[config.mk]
export PLATFORM = sky130hd
export DESIGN_NAME = sha256_queue
export DESIGN_NICKNAME = d
export VERILOG_FILES = /design/src/hdl/sha256_pkg.sv /design/src/hdl/sha256_queue.sv
export SDC_FILE = /design/constraint.sdc
export NUM_CORES = 1
export LEC_CHECK = 0
export BUFFER_PORTS_ARGS = -buffer_cell sky130_fd_sc_hd__buf_2
export CORE_AREA = 2 2 399 401
export CTS_BUF_LIST = sky130_fd_sc_hd__clkbuf_8
export DETAILED_ROUTE_END_ITERATION = 16
export DIE_AREA = 0 0 401 403
export GPL_TIMING_DRIVEN = 1
export PLACE_DENSITY = 0.46
export SLEW_MARGIN = 30
export SYNTH_ARGS = -nofsm -noshare
export SYNTH_HDL_FRONTEND = slang
export SYNTH_SLANG_ARGS = --single-unit
[constraint.sdc]
create_clock -name aclk -period 63.8 [get_ports aclk]
set_input_delay 9.57 -clock aclk [delete_from_list [all_inputs] [get_ports aclk]]
set_output_delay 9.57 -clock aclk [all_outputs]
set_load 0.02 [all_outputs]
[src/hdl/sha256_pkg.sv]
// Package for the SHA-256 stream hasher: round constants, initial hash values
// and the control types shared by the front, queue and core modules.
// Depends on nothing.
package sha256_pkg;

    localparam logic [31:0] ROUND_K [64] = '{
        32'h428a2f98, 32'h71374491, 32'hb5c0fbcf, 32'he9b5dba5,
        32'h3956c25b, 32'h59f111f1, 32'h923f82a4, 32'hab1c5ed5,
        32'hd807aa98, 32'h12835b01, 32'h243185be, 32'h550c7dc3,
        32'h72be5d74, 32'h80deb1fe, 32'h9bdc06a7, 32'hc19bf174,
        32'he49b69c1, 32'hefbe4786, 32'h0fc19dc6, 32'h240ca1cc,
        32'h2de92c6f, 32'h4a7484aa, 32'h5cb0a9dc, 32'h76f988da,
        32'h983e5152, 32'ha831c66d, 32'hb00327c8, 32'hbf597fc7,
        32'hc6e00bf3, 32'hd5a79147, 32'h06ca6351, 32'h14292967,
        32'h27b70a85, 32'h2e1b2138, 32'h4d2c6dfc, 32'h53380d13,
        32'h650a7354, 32'h766a0abb, 32'h81c2c92e, 32'h92722c85,
        32'ha2bfe8a1, 32'ha81a664b, 32'hc24b8b70, 32'hc76c51a3,
        32'hd192e819, 32'hd6990624, 32'hf40e3585, 32'h106aa070,
        32'h19a4c116, 32'h1e376c08, 32'h2748774c, 32'h34b0bcb5,
        32'h391c0cb3, 32'h4ed8aa4a, 32'h5b9cca4f, 32'h682e6ff3,
        32'h748f82ee, 32'h78a5636f, 32'h84c87814, 32'h8cc70208,
        32'h90befffa, 32'ha4506ceb, 32'hbef9a3f7, 32'hc67178f2
    };

    localparam logic [31:0] INIT_HASH [8] = '{
        32'h6a09e667, 32'hbb67ae85, 32'h3c6ef372, 32'ha54ff53a,
        32'h510e527f, 32'h9b05688c, 32'h1f83d9ab, 32'h5be0cd19
    };

    localparam logic [7:0] PAD_BYTE    = 8'h80;
    localparam int         BLOCK_BYTES = 64;
    localparam int         LEN_OFFSET  = 56;
    localparam int         BLOCK_BITS  = 512;

    // One queued job for the core: a full 512-bit block, and whether the
    // digest must be emitted (and the chaining words restarted) after it.
    typedef struct packed {
        logic [511:0] block;
        logic         final_blk;
    } job_t;

    function automatic logic [31:0] rotr(input logic [31:0] x, input int n);
        rotr = (x >> n) | (x << (32 - n));
    endfunction

endpackage

[src/hdl/sha256_queue.sv]
// Two-entry job queue between front end and core.
// Depends on sha256_pkg.
module sha256_queue (
    input  logic             aclk,
    input  logic             aresetn,
    input  sha256_pkg::job_t wr_job,
    input  logic             wr_valid,
    output logic             wr_ready,
    output sha256_pkg::job_t rd_job,
    output logic             rd_valid,
    input  logic             rd_ready
);
    import sha256_pkg::*;

    job_t       mem_reg [2];
    logic       wptr_reg, rptr_reg;
    logic [1:0] cnt_reg;
    logic       push, pop;

    assign wr_ready = cnt_reg != 2'd2;
    assign rd_valid = cnt_reg != 2'd0;
    assign rd_job   = mem_reg[rptr_reg];
    assign push     = wr_valid && wr_ready;
    assign pop      = rd_valid && rd_ready;

    always_ff @(posedge aclk) begin
        if (!aresetn) begin
            wptr_reg <= 1'b0;
            rptr_reg <= 1'b0;
            cnt_reg  <= 2'd0;
        end else begin
            if (push) wptr_reg <= ~wptr_reg;
            if (pop)  rptr_reg <= ~rptr_reg;
            cnt_reg <= cnt_reg + {1'b0, push} - {1'b0, pop};
        end
    end

    always_ff @(posedge aclk) begin
        if (push) mem_reg[wptr_reg] <= wr_job;
    end

    property p_no_over;
        @(posedge aclk) disable iff (!aresetn) cnt_reg != 2'd3;
    endproperty
    a_no_over: assert property (p_no_over) else $error("queue count");

    property p_ptr_match;
        @(posedge aclk) disable iff (!aresetn)
        (cnt_reg == 2'd0 || cnt_reg == 2'd2) |-> wptr_reg == rptr_reg;
    endproperty
    a_ptr_match: assert property (p_ptr_match) else $error("queue pointers");

    property p_full_hold;
        @(posedge aclk) disable iff (!aresetn)
        (cnt_reg == 2'd2 && !pop) |=> cnt_reg == 2'd2;
    endproperty
    a_full_hold: assert property (p_full_hold) else $error("queue full");

endmodule

==> results.txt <==
max reg flops -> 1026
Cell Area, Synth -> 0.0374 mm^2
initial antenna violation count -> 66
Die Width -> 401 um
Worst slew margin -> 32.9%
total gr overflow -> 0
Die ar. -> 0.162 mm^2
layout cells sized above 1 -> 60.9%
root buf cell -> clkbuf_8
# Max-Cap Violations -> 0
P_int -> 1.30 mW
Syn Inst Count -> 1620
routed length per instance -> 21.0 um
P_sw -> 0.621 mW
Core Footprint -> 0.157 mm^2
CP top delay family -> buffers and inverters
routability congestion estimate -> 0.775
Crit Path Max Fanout -> 141
worst slew pin tran -> 1010 ps
most frequent cells after synthesis -> 1026 x edfxtp_1, 513 x mux2_2, 53 x buf_6
total I/O pin count -> 1032
Netlist cell types -> 17
Die Ht -> 403 um
Synth Area per Inst -> 23.1 um^2
post-synth net total -> 2139
Clock Power Share -> 27.7%
Final Skew -> 58.3 ps
Layout area overhead -> 28.1%
vias in the first global route -> 20885
PortBufs -> 1031
Initial Util -> 23.8%
clock sink count -> 1031
Worst setup EP type -> output pin
fin crit share -> 22.5%
Pwr Density -> 40.0 mW/mm^2
sequential power share -> 45.4%
hold buffers post-CTS -> 0
slowest stage cell, crit path -> dfxtp_4
vias per inst -> 4.01
Synth Warn # -> 0
Bufs and invs on worst path -> 5
vias -> 20061
setup tns final -> 0 ps
leak pwr -> 17.5 nW
async set-reset flop share out of synthesis -> 0%
CP cell instances -> buf_12 > buf_4 > buf_4 > buf_12 > mux2_2 > buf_2
clock period minus worst slack -> 14330 ps
drt total wl -> 105000 um
nets -> 3314
slowest stage delay, CP -> 820 ps
most common cell in the netlist -> edfxtp_1
post-route ant nets -> 0
DR DRC count -> 0
Resized cells post-CTS -> 0
Setup violations, final -> 0
status -> finished, final reports clean
CP required -> 54230 ps
Primary FF master, synth -> edfxtp_1
global-route wire length before repair -> 145000 um
Critical Path AT -> 4760 ps
H-tree depth -> 4
Max IR drop VDD -> 0.0000191 V
Clk Latency, worst-skew pair -> 880 ps
Filler Cell Count -> 15876
hpwl dp -> 73800 um
Initial DRC Count -> 971
All-Layer GR Usage -> 12.5%
count of final hold-check violations -> 0
sequential-to-total area share from yosys stat -> 82.6%
cell taking the most area after synthesis -> edfxtp_1
Slew Viols, Final -> 0
met3 routed WL -> 11200 um
Top Metal Used -> met5
Metal-1 WL -> 38000 um
synth top area cells -> edfxtp_1 82%, mux2_2 15%, buf_6 1.6%
clock slew at reported path FFs -> 60 ps
WL met2 -> 52400 um
TritonRoute pass-1 iters -> 4
Crit Path Class -> reg2out
fmax -> 69.8 MHz
RSZ-0062 raised after global routing -> false
fin cells -> 5008
CTS tree -> built
Hold Path Class -> reg2reg
#FFs+latches synth -> 1031
pin count of the biggest net entering global routing -> 144
setup bufs post-CTS -> 0
CTS Buf Count -> 178
number of cell rows -> 146
crit path launch type -> register
Switching Fraction -> 32.4%
maximum clock path buffer count -> 3
Yosys top cell area share -> 82.3%
EDFF count, synth -> 1026
Placed Instances -> 4687
Comb power frac -> 26.9%
layer usage:
| metal | track usage, % | vias to the layer above |
|---|---|---|
| li1 | - | 8903 |
| met1 | 13.0 | 10015 |
| met2 | 21.2 | 835 |
| met3 | 6.55 | 252 |
| met4 | 4.67 | 56 |
| met5 | 0 | - |
layout by cell type (no fill, tap or decap), types with 6 or more instances in the layout:
cell,count
clkinv_1,48
buf_6,6
diode_2,12
inv_1,50
clkbuf_8,178
buf_2,1031
edfxtp_1,1026
mux2_2,513
clkinv_2,19
buf_4,11
stage by stage:
step	cell area, um^2	hold WS, ps	setup slack (ps)	util [%]	total power [mW]
after CTS	47900	532	49160	30.4	1.96
after global placement	44800	517	49680	28.4	1.41
final	47900	532	49470	30.4	1.92
after floorplan	37400	455	31510	-	1.30
after detailed placement	44800	520	49990	28.5	1.41
after global routing	47900	577	49060	30.4	2.01
worst reg2reg max path, delay by kind of cell (launching register included):
| kind | cells | cell delay [ps] |
|---|---|---|
| and+or+nand+nor | 3 | 880 |
| DFF | 1 | 370 |
| buffers and inverters | 4 | 2750 |
logic make-up after synthesis:
group                      Yosys count  synth area share [%]
DFF                               1031                  82.6
muxes                              514                  15.5
buffers and inverters               58                  1.66
and+or+nand+nor                     11                 0.164
xor gates and xnor gates             3                0.0702
adders and majority gates            2                0.0668
AOI/OAI and AO/OA                    1                0.0201
power by group through the flow:
stage	logic, mW	clock network (mW)	registers [mW]
2_1_floorplan	0.348	0	0.955
3_3_place_gp	0.529	0	0.883
3_5_place_dp	0.527	0	0.886
4_1_cts	0.529	0.557	0.872
5_1_grt	0.549	0.583	0.879
6_report	0.517	0.532	0.871
worst paths after layout:
path | endpoint | start | slack (ps) | cells past startpoint
worst min register to register | wptr_reg | wptr_reg | 530 | 2
worst min-delay path | wptr_reg | wptr_reg | 530 | 2
worst max-delay path | rd_job[477] | register | 49470 | 6
worst max register to register | mem_reg[0][298] | cnt_reg[0] | 59400 | 7
area by class of cell:
type,count,area [um^2],area share [%]
diodes,12,30.0,0.0626
clock buffers,178,2450,5.11
clock inverters,131,644,1.34
inverters,1,3.75,0.00783
multi-input cells,531,5920,12.3
flip-flops and latches,1031,30900,64.5
well taps,2072,2590,5.41
repair buffers,1052,5390,11.2
Note: power is estimated with default switching activity, not from simulation.
