File: src/hdl/sha256_pkg.sv
// Package for the SHA-256 stream hasher: round constants, initial hash values
// and the control types shared by the front, queue and core modules.
// Depends on nothing.
package sha256_pkg;

    localparam logic [31:0] ROUND_K [64] = '{
        32'h428a2f98, 32'h71374491, 32'hb5c0fbcf, 32'he9b5dba5,
        32'h3956c25b, 32'h59f111f1, 32'h923f82a4, 32'hab1c5ed5,
        32'hd807aa98, 32'h12835b01, 32'h243185be, 32'h550c7dc3,
        32'h72be5d74, 32'h80deb1fe, 32'h9bdc06a7, 32'hc19bf174,
        32'he49b69c1, 32'hefbe4786, 32'h0fc19dc6, 32'h240ca1cc,
        32'h2de92c6f, 32'h4a7484aa, 32'h5cb0a9dc, 32'h76f988da,
        32'h983e5152, 32'ha831c66d, 32'hb00327c8, 32'hbf597fc7,
        32'hc6e00bf3, 32'hd5a79147, 32'h06ca6351, 32'h14292967,
        32'h27b70a85, 32'h2e1b2138, 32'h4d2c6dfc, 32'h53380d13,
        32'h650a7354, 32'h766a0abb, 32'h81c2c92e, 32'h92722c85,
        32'ha2bfe8a1, 32'ha81a664b, 32'hc24b8b70, 32'hc76c51a3,
        32'hd192e819, 32'hd6990624, 32'hf40e3585, 32'h106aa070,
        32'h19a4c116, 32'h1e376c08, 32'h2748774c, 32'h34b0bcb5,
        32'h391c0cb3, 32'h4ed8aa4a, 32'h5b9cca4f, 32'h682e6ff3,
        32'h748f82ee, 32'h78a5636f, 32'h84c87814, 32'h8cc70208,
        32'h90befffa, 32'ha4506ceb, 32'hbef9a3f7, 32'hc67178f2
    };

    localparam logic [31:0] INIT_HASH [8] = '{
        32'h6a09e667, 32'hbb67ae85, 32'h3c6ef372, 32'ha54ff53a,
        32'h510e527f, 32'h9b05688c, 32'h1f83d9ab, 32'h5be0cd19
    };

    localparam logic [7:0] PAD_BYTE    = 8'h80;
    localparam int         BLOCK_BYTES = 64;
    localparam int         LEN_OFFSET  = 56;
    localparam int         BLOCK_BITS  = 512;

    // One queued job for the core: a full 512-bit block, and whether the
    // digest must be emitted (and the chaining words restarted) after it.
    typedef struct packed {
        logic [511:0] block;
        logic         final_blk;
    } job_t;

    function automatic logic [31:0] rotr(input logic [31:0] x, input int n);
        rotr = (x >> n) | (x << (32 - n));
    endfunction

endpackage

File: src/hdl/sha256_core.sv
// Compression core: one round per cycle with a rolling 16-word schedule,
// then digest output one word at a time, selected by a word index register. Depends on sha256_pkg.
module sha256_core (
    input  logic             aclk,
    input  logic             aresetn,
    input  sha256_pkg::job_t job,
    input  logic             job_valid,
    output logic             job_ready,
    output logic [31:0]      m_digest_word,
    output logic [2:0]       m_word_index,
    output logic             m_last_word,
    output logic             m_valid,
    input  logic             m_ready
);
    import sha256_pkg::*;

    typedef enum logic [3:0] {
        ST_IDLE  = 4'b0001,
        ST_ROUND = 4'b0010,
        ST_ADD   = 4'b0100,
        ST_EMIT  = 4'b1000
    } cstate_t;

    cstate_t     state_reg;
    logic [31:0] h_reg [8];
    logic [31:0] v_reg [8];
    logic [31:0] w_reg [16];
    logic [5:0]  rnd_reg;
    logic        fin_reg;
    logic [2:0]  idx_reg;
    logic [31:0] t1, t2, s0, s1, w_new;

    always_comb begin
        t1 = v_reg[7] + (rotr(v_reg[4], 6) ^ rotr(v_reg[4], 11) ^ rotr(v_reg[4], 25))
           + ((v_reg[4] & v_reg[5]) ^ (~v_reg[4] & v_reg[6])) + ROUND_K[rnd_reg] + w_reg[0];
        t2 = (rotr(v_reg[0], 2) ^ rotr(v_reg[0], 13) ^ rotr(v_reg[0], 22))
           + ((v_reg[0] & v_reg[1]) ^ (v_reg[0] & v_reg[2]) ^ (v_reg[1] & v_reg[2]));
        s0 = rotr(w_reg[1], 7) ^ rotr(w_reg[1], 18) ^ (w_reg[1] >> 3);
        s1 = rotr(w_reg[14], 17) ^ rotr(w_reg[14], 19) ^ (w_reg[14] >> 10);
        w_new = s1 + w_reg[9] + s0 + w_reg[0];
    end

    assign job_ready     = state_reg == ST_IDLE;
    assign m_valid       = state_reg == ST_EMIT;
    assign m_digest_word = h_reg[idx_reg];
    assign m_word_index  = idx_reg;
    assign m_last_word   = idx_reg == 3'd7;

    always_ff @(posedge aclk) begin
        if (!aresetn) begin
            state_reg <= ST_IDLE;
            rnd_reg   <= 6'd0;
            idx_reg   <= 3'd0;
            fin_reg   <= 1'b0;
            for (int i = 0; i < 8; i++) h_reg[i] <= INIT_HASH[i];
        end else begin
            case (state_reg)
                ST_IDLE: begin
                    if (job_valid) begin
                        for (int i = 0; i < 16; i++) w_reg[i] <= job.block[511 - 32*i -: 32];
                        for (int i = 0; i < 8; i++) v_reg[i] <= h_reg[i];
                        fin_reg   <= job.final_blk;
                        rnd_reg   <= 6'd0;
                        state_reg <= ST_ROUND;
                    end
                end
                ST_ROUND: begin
                    v_reg[0] <= t1 + t2;
                    for (int i = 1; i < 8; i++) begin
                        if (i != 4) v_reg[i] <= v_reg[i-1];
                    end
                    v_reg[4] <= v_reg[3] + t1;
                    for (int i = 0; i < 15; i++) w_reg[i] <= w_reg[i+1];
                    w_reg[15] <= w_new;
                    rnd_reg <= rnd_reg + 6'd1;
                    if (rnd_reg == 6'd63) state_reg <= ST_ADD;
                end
                ST_ADD: begin
                    for (int i = 0; i < 8; i++) h_reg[i] <= h_reg[i] + v_reg[i];
                    idx_reg   <= 3'd0;
                    state_reg <= fin_reg ? ST_EMIT : ST_IDLE;
                end
                ST_EMIT: begin
                    if (m_ready) begin
                        idx_reg <= idx_reg + 3'd1;
                        if (idx_reg == 3'd7) begin
                            for (int i = 0; i < 8; i++) h_reg[i] <= INIT_HASH[i];
                            state_reg <= ST_IDLE;
                        end
                    end
                end
                default: state_reg <= ST_IDLE;
            endcase
        end
    end

    property p_emit_first;
        @(posedge aclk) disable iff (!aresetn)
        $rose(m_valid) |-> m_word_index == 3'd0;
    endproperty
    a_emit_first: assert property (p_emit_first) else $error("digest order");

    property p_round_end;
        @(posedge aclk) disable iff (!aresetn)
        (state_reg == ST_ROUND && rnd_reg == 6'd63) |=> state_reg == ST_ADD;
    endproperty
    a_round_end: assert property (p_round_end) else $error("round count");

    property p_restart;
        @(posedge aclk) disable iff (!aresetn)
        (m_valid && m_ready && m_last_word) |=> h_reg[0] == INIT_HASH[0];
    endproperty
    a_restart: assert property (p_restart) else $error("hash restart");

endmodule

File: config.mk
export PLATFORM = sky130hd
export DESIGN_NAME = sha256_core
export DESIGN_NICKNAME = d
export VERILOG_FILES = /design/src/hdl/sha256_pkg.sv /design/src/hdl/sha256_core.sv
export SDC_FILE = /design/constraint.sdc
export NUM_CORES = 2
export LEC_CHECK = 0
export BUFFER_PORTS_ARGS = -buffer_cell sky130_fd_sc_hd__buf_4
export CORE_MARGIN = 5
export CORE_UTILIZATION = 67
export CTS_BUF_LIST = sky130_fd_sc_hd__clkbuf_8 sky130_fd_sc_hd__clkbuf_16
export CTS_CLUSTER_DIAMETER = 60
export DETAILED_ROUTE_END_ITERATION = 7
export PLACE_DENSITY_LB_ADDON = 0.12
export SLEW_MARGIN = 20
export SYNTH_ARGS = -nofsm -noshare
export SYNTH_HDL_FRONTEND = slang
export SYNTH_SLANG_ARGS = --single-unit
File: constraint.sdc
create_clock -name aclk -period 73.8 [get_ports aclk]
set_clock_uncertainty 0.05 [all_clocks]
set_input_delay 11.07 -clock aclk [delete_from_list [all_inputs] [get_ports aclk]]
set_output_delay 11.07 -clock aclk [all_outputs]
set_load 0.01 [all_outputs]
==> impl_summary.md <==
Cells and area
The number of flip-flops in the largest register is 512. The post-route netlist has 21.6% of its cells at a drive strength greater than 1. The synthesis-to-layout area growth is 13.1%. The final layout contains 8106 nets.

Clock tree
The clock tree from TritonCTS is built. The number of hold buffers added after CTS is 0. Post-CTS timing repair inserted 0 buffers for setup. The cell sitting at the root of the clock tree is a clkbuf_16. For the worst-skew pair, the clock arrives at the later sink with an insertion delay of 750 ps. The number of gates resized after CTS was 0. Buffers inserted during clock tree synthesis total 117. For this design, the sink count on the clock tree is 1041. The clock input transition at the sequential cells of the worst setup and hold paths is 70 ps. In this run the number of H-tree levels came out at 3.

Counting along the longest clock path gives a buffer depth of 3.

Setup path
The number of cells on the worst reg-to-reg path is 36. Among the stages of the critical path, the cell type that occurs most often is buf_4. On the critical path the largest part of the delay comes from buffers and inverters. The type of origin of the critical path is a flop.

The top fanout value on the critical path is 40. At the worst endpoint, the required time is 62680 ps. The critical path crosses 5 cells after its start point.

The worst setup path is captured at an output pin. The largest stage delay on the critical path is 700 ps. The classification of the worst setup path is reg2out. The cell at the slowest stage of the critical path is buf_4.

Traced cell by cell, the critical path runs through buf_4, buf_4, mux4_2, mux2_2, buf_4. The number of buffers and inverters on the critical path is 3. The arrival time reported for the critical path endpoint is 3750 ps.

Logic synthesis
By count the netlist is led by nand2_1 (922), edfxtp_1 (896), mux2_2 (571). The number of flops mapped to enable cells by yosys is 896. The most common cell in the synthesized netlist is nand2_1. The post-synthesis cell area is 70500 µm².

The synthesized design contains 1041 register bits. The sequential area share after synthesis is 42.3%. Of all flip-flops after synthesis, the portion carrying an async set or reset was 0%.

The most used flip-flop cell after synthesis is edfxtp_1. Of the post-synthesis cell area, the dominant cell type holds 38.1%. The number of standard cells after synthesis is 6555. The per-instance average area after synthesis is 10.8 µm².

The number of nets in the synthesized netlist is 7662. The Yosys step of the flow raised 0 warnings. Ranked by total cell area, the synthesized netlist is headed by edfxtp_1 (38%), mux2_2 (9.1%), ha_1 (7.0%), fa_1 (5.5%), nand2_1 (4.9%). The synthesized netlist contains 101 unique library cells. The synthesized design spends more area on one cell type than any other, namely edfxtp_1.

Place
The total of buffers placed on input and output ports is 554. The weighted congestion reported at the end of routability-driven placement is 1.02. Once detailed placement completed, the half-perimeter wirelength came to 194000 µm. The worst slack at placement is 58450 ps.

STA
The setup slack after layout is 58930 ps. The time the final worst path needs with I/O delays and setup is 14870 ps. After layout, the worst path uses 20.2% of the clock period. The count of final hold-check violations is 0.

The count of final setup violators is 0. The number of max-slew violations in the final report is 0. The worst-margin pin slew is 1300 ps.

In this run the tightest slew margin relative to its limit is 12.6%. Static timing analysis puts the maximum clock frequency at 67.2 MHz. The setup TNS after final layout is 0 ps.

Setup repair after global routing left no endpoint under its margin.

Pwr
Combinational logic burns 46.8% of the power. The leakage component of the power is 31.3 nW. The clock network burns 23.8% of the power. For this design the total switching power over the nets is 0.974 mW.

IR analysis of the VDD net gives a maximum drop of 0.0488 mV. Of the total power, the share spent switching nets is 40.2%. The internal cell power is 1.45 mW. The part of the total power dissipated in sequential elements is 29.4%. Power spread over the standard cell area amounts to 30.4 nW/µm².

Worst hold path
The worst min-delay path category is reg2reg. Counting instances, the worst hold path has a depth of 2.

Drt
The post-detailed-route count of antenna-violating nets is 0. Using the TritonRoute via totals, the vias-per-cell ratio works out to 6.57. The number of detailed-routing iterations run before antenna repair is 6. For this run, design rule violations remaining after detail routing come to 0. Dividing the detail-routed wire length by the instance count gives 29.6 µm.

After detailed routing, the total wire length is 252000 µm. The number of DRC markers in iteration 0 is 6375. Summing over every cut layer, the via total after detailed routing is 56000.

Floorplanning
The number of top-level design ports is 555. The height of the chip is 334 µm. The die covers 112000 µm². The region available for standard cell placement spans 105000 µm².

Once the floorplan was initialized, standard cells occupied 67.2% of the core. The number of core rows is 119. The horizontal die dimension is 334 µm.

Flow run
The max-capacitance violation count is 0.

Global route
For this run, the total global-route usage over all layers was measured as 43.7%. The initial antenna violation count was 28. The overflow left after global routing is 0. The wire length of the first global-routing pass is 360000 µm.

The maximum number of pins on one net before global-route repair is 215. The number of global-route vias before repair is 55300.

Status
The flow ran to the end, and the final reports show no timing, DRC or antenna violations.
## area by class of cell
class | instances | area [µm²]
Multi-Input combinational cell | 4900 | 38500
Sequential cell | 1041 | 29800
Fill cell | 7026 | 25200
Timing Repair Buffer | 626 | 4750
Clock buffer | 125 | 3050
Tap cell | 1391 | 1740
Inverter | 313 | 1180
Clock inverter | 95 | 693
Antenna cell | 26 | 65.1
## metrics by stage
step                area [µm²]  power [mW]  hold WS [ps]  util [%]  instances
finish                   79800        2.42           419      76.0       8517
global route             79800        2.54           434      76.0       8504
global placement         76000        1.80           397      72.4       8270
floorplan                70500        1.52           386         -       6555
detailed placement       76000        1.82           406      72.4       8270
CTS                      79700        2.40           415      75.9       8490
## kinds of logic (layout without fill, tap and decap cells)
kind of cell | Yosys count | in the layout | synth area share, %
mux | 661 | 661 | 11.7
flops | 1041 | 1041 | 42.3
compound gates | 1397 | 1397 | 12.7
buf+inv | 614 | 1159 | 3.30
simple gates | 1678 | 1678 | 10.3
fa+ha+maj | 594 | 594 | 12.6
other cells | 0 | 26 | 0
xor+xnor | 570 | 570 | 7.09
## layer usage
| layer | up-vias | wire, µm | GRT usage [%] |
|---|---|---|---|
| met5 | - | 79 | 0 |
| met4 | 10 | 27800 | 37.5 |
| met3 | 942 | 22800 | 8.94 |
| met2 | 3423 | 119000 | 71.9 |
| met1 | 27000 | 82300 | 48.6 |
| li1 | 24600 | - | - |
## worst paths after layout
path	startpoint	to	slack (ps)
worst max-delay path	flop	m_digest_word[0]	58930
worst min-delay path	fin_reg$_SDFFE_PN0P_	fin_reg$_SDFFE_PN0P_	420
worst max register to register	rnd_reg[1]$_SDFFE_PN0P_	v_reg[0][30]$_DFFE_PP_	62100
worst min register to register	fin_reg$_SDFFE_PN0P_	fin_reg$_SDFFE_PN0P_	420
## power groups by stage
| stage | registers, mW | clock network [mW] | logic, mW |
|---|---|---|---|
| final | 0.712 | 0.577 | 1.14 |
| after global routing | 0.712 | 0.602 | 1.22 |
| after CTS | 0.710 | 0.576 | 1.11 |
| after detailed placement | 0.722 | 0 | 1.10 |
| after global placement | 0.722 | 0 | 1.07 |
| after floorplan | 0.740 | 0 | 0.782 |
## layout by cell type, fill, tap and decap left out, types with 186 or more instances in the layout
cell,synthesis,layout
a21o_1,206,206
a21oi_1,405,405
buf_4,0,621
edfxtp_1,896,896
fa_1,195,195
ha_1,395,395
inv_1,309,328
mux2_2,571,571
nand2_1,922,918
nor2_1,308,304
o21ai_0,311,311
xnor2_1,383,383
xor2_1,186,186
## worst register-to-register path: cells and delay by family, from the launching register on
kind                     cells  cell delay (ps)
XOR/XNOR                     2              990
AO/OA/AOI/OAI               15             4120
buffers and inverters        6             1210
adder cells (fa/ha/maj)      8             3890
AND/OR/NAND/NOR              5              820
flip-flops                   1              340
Note: power is estimated with default switching activity, not from simulation.
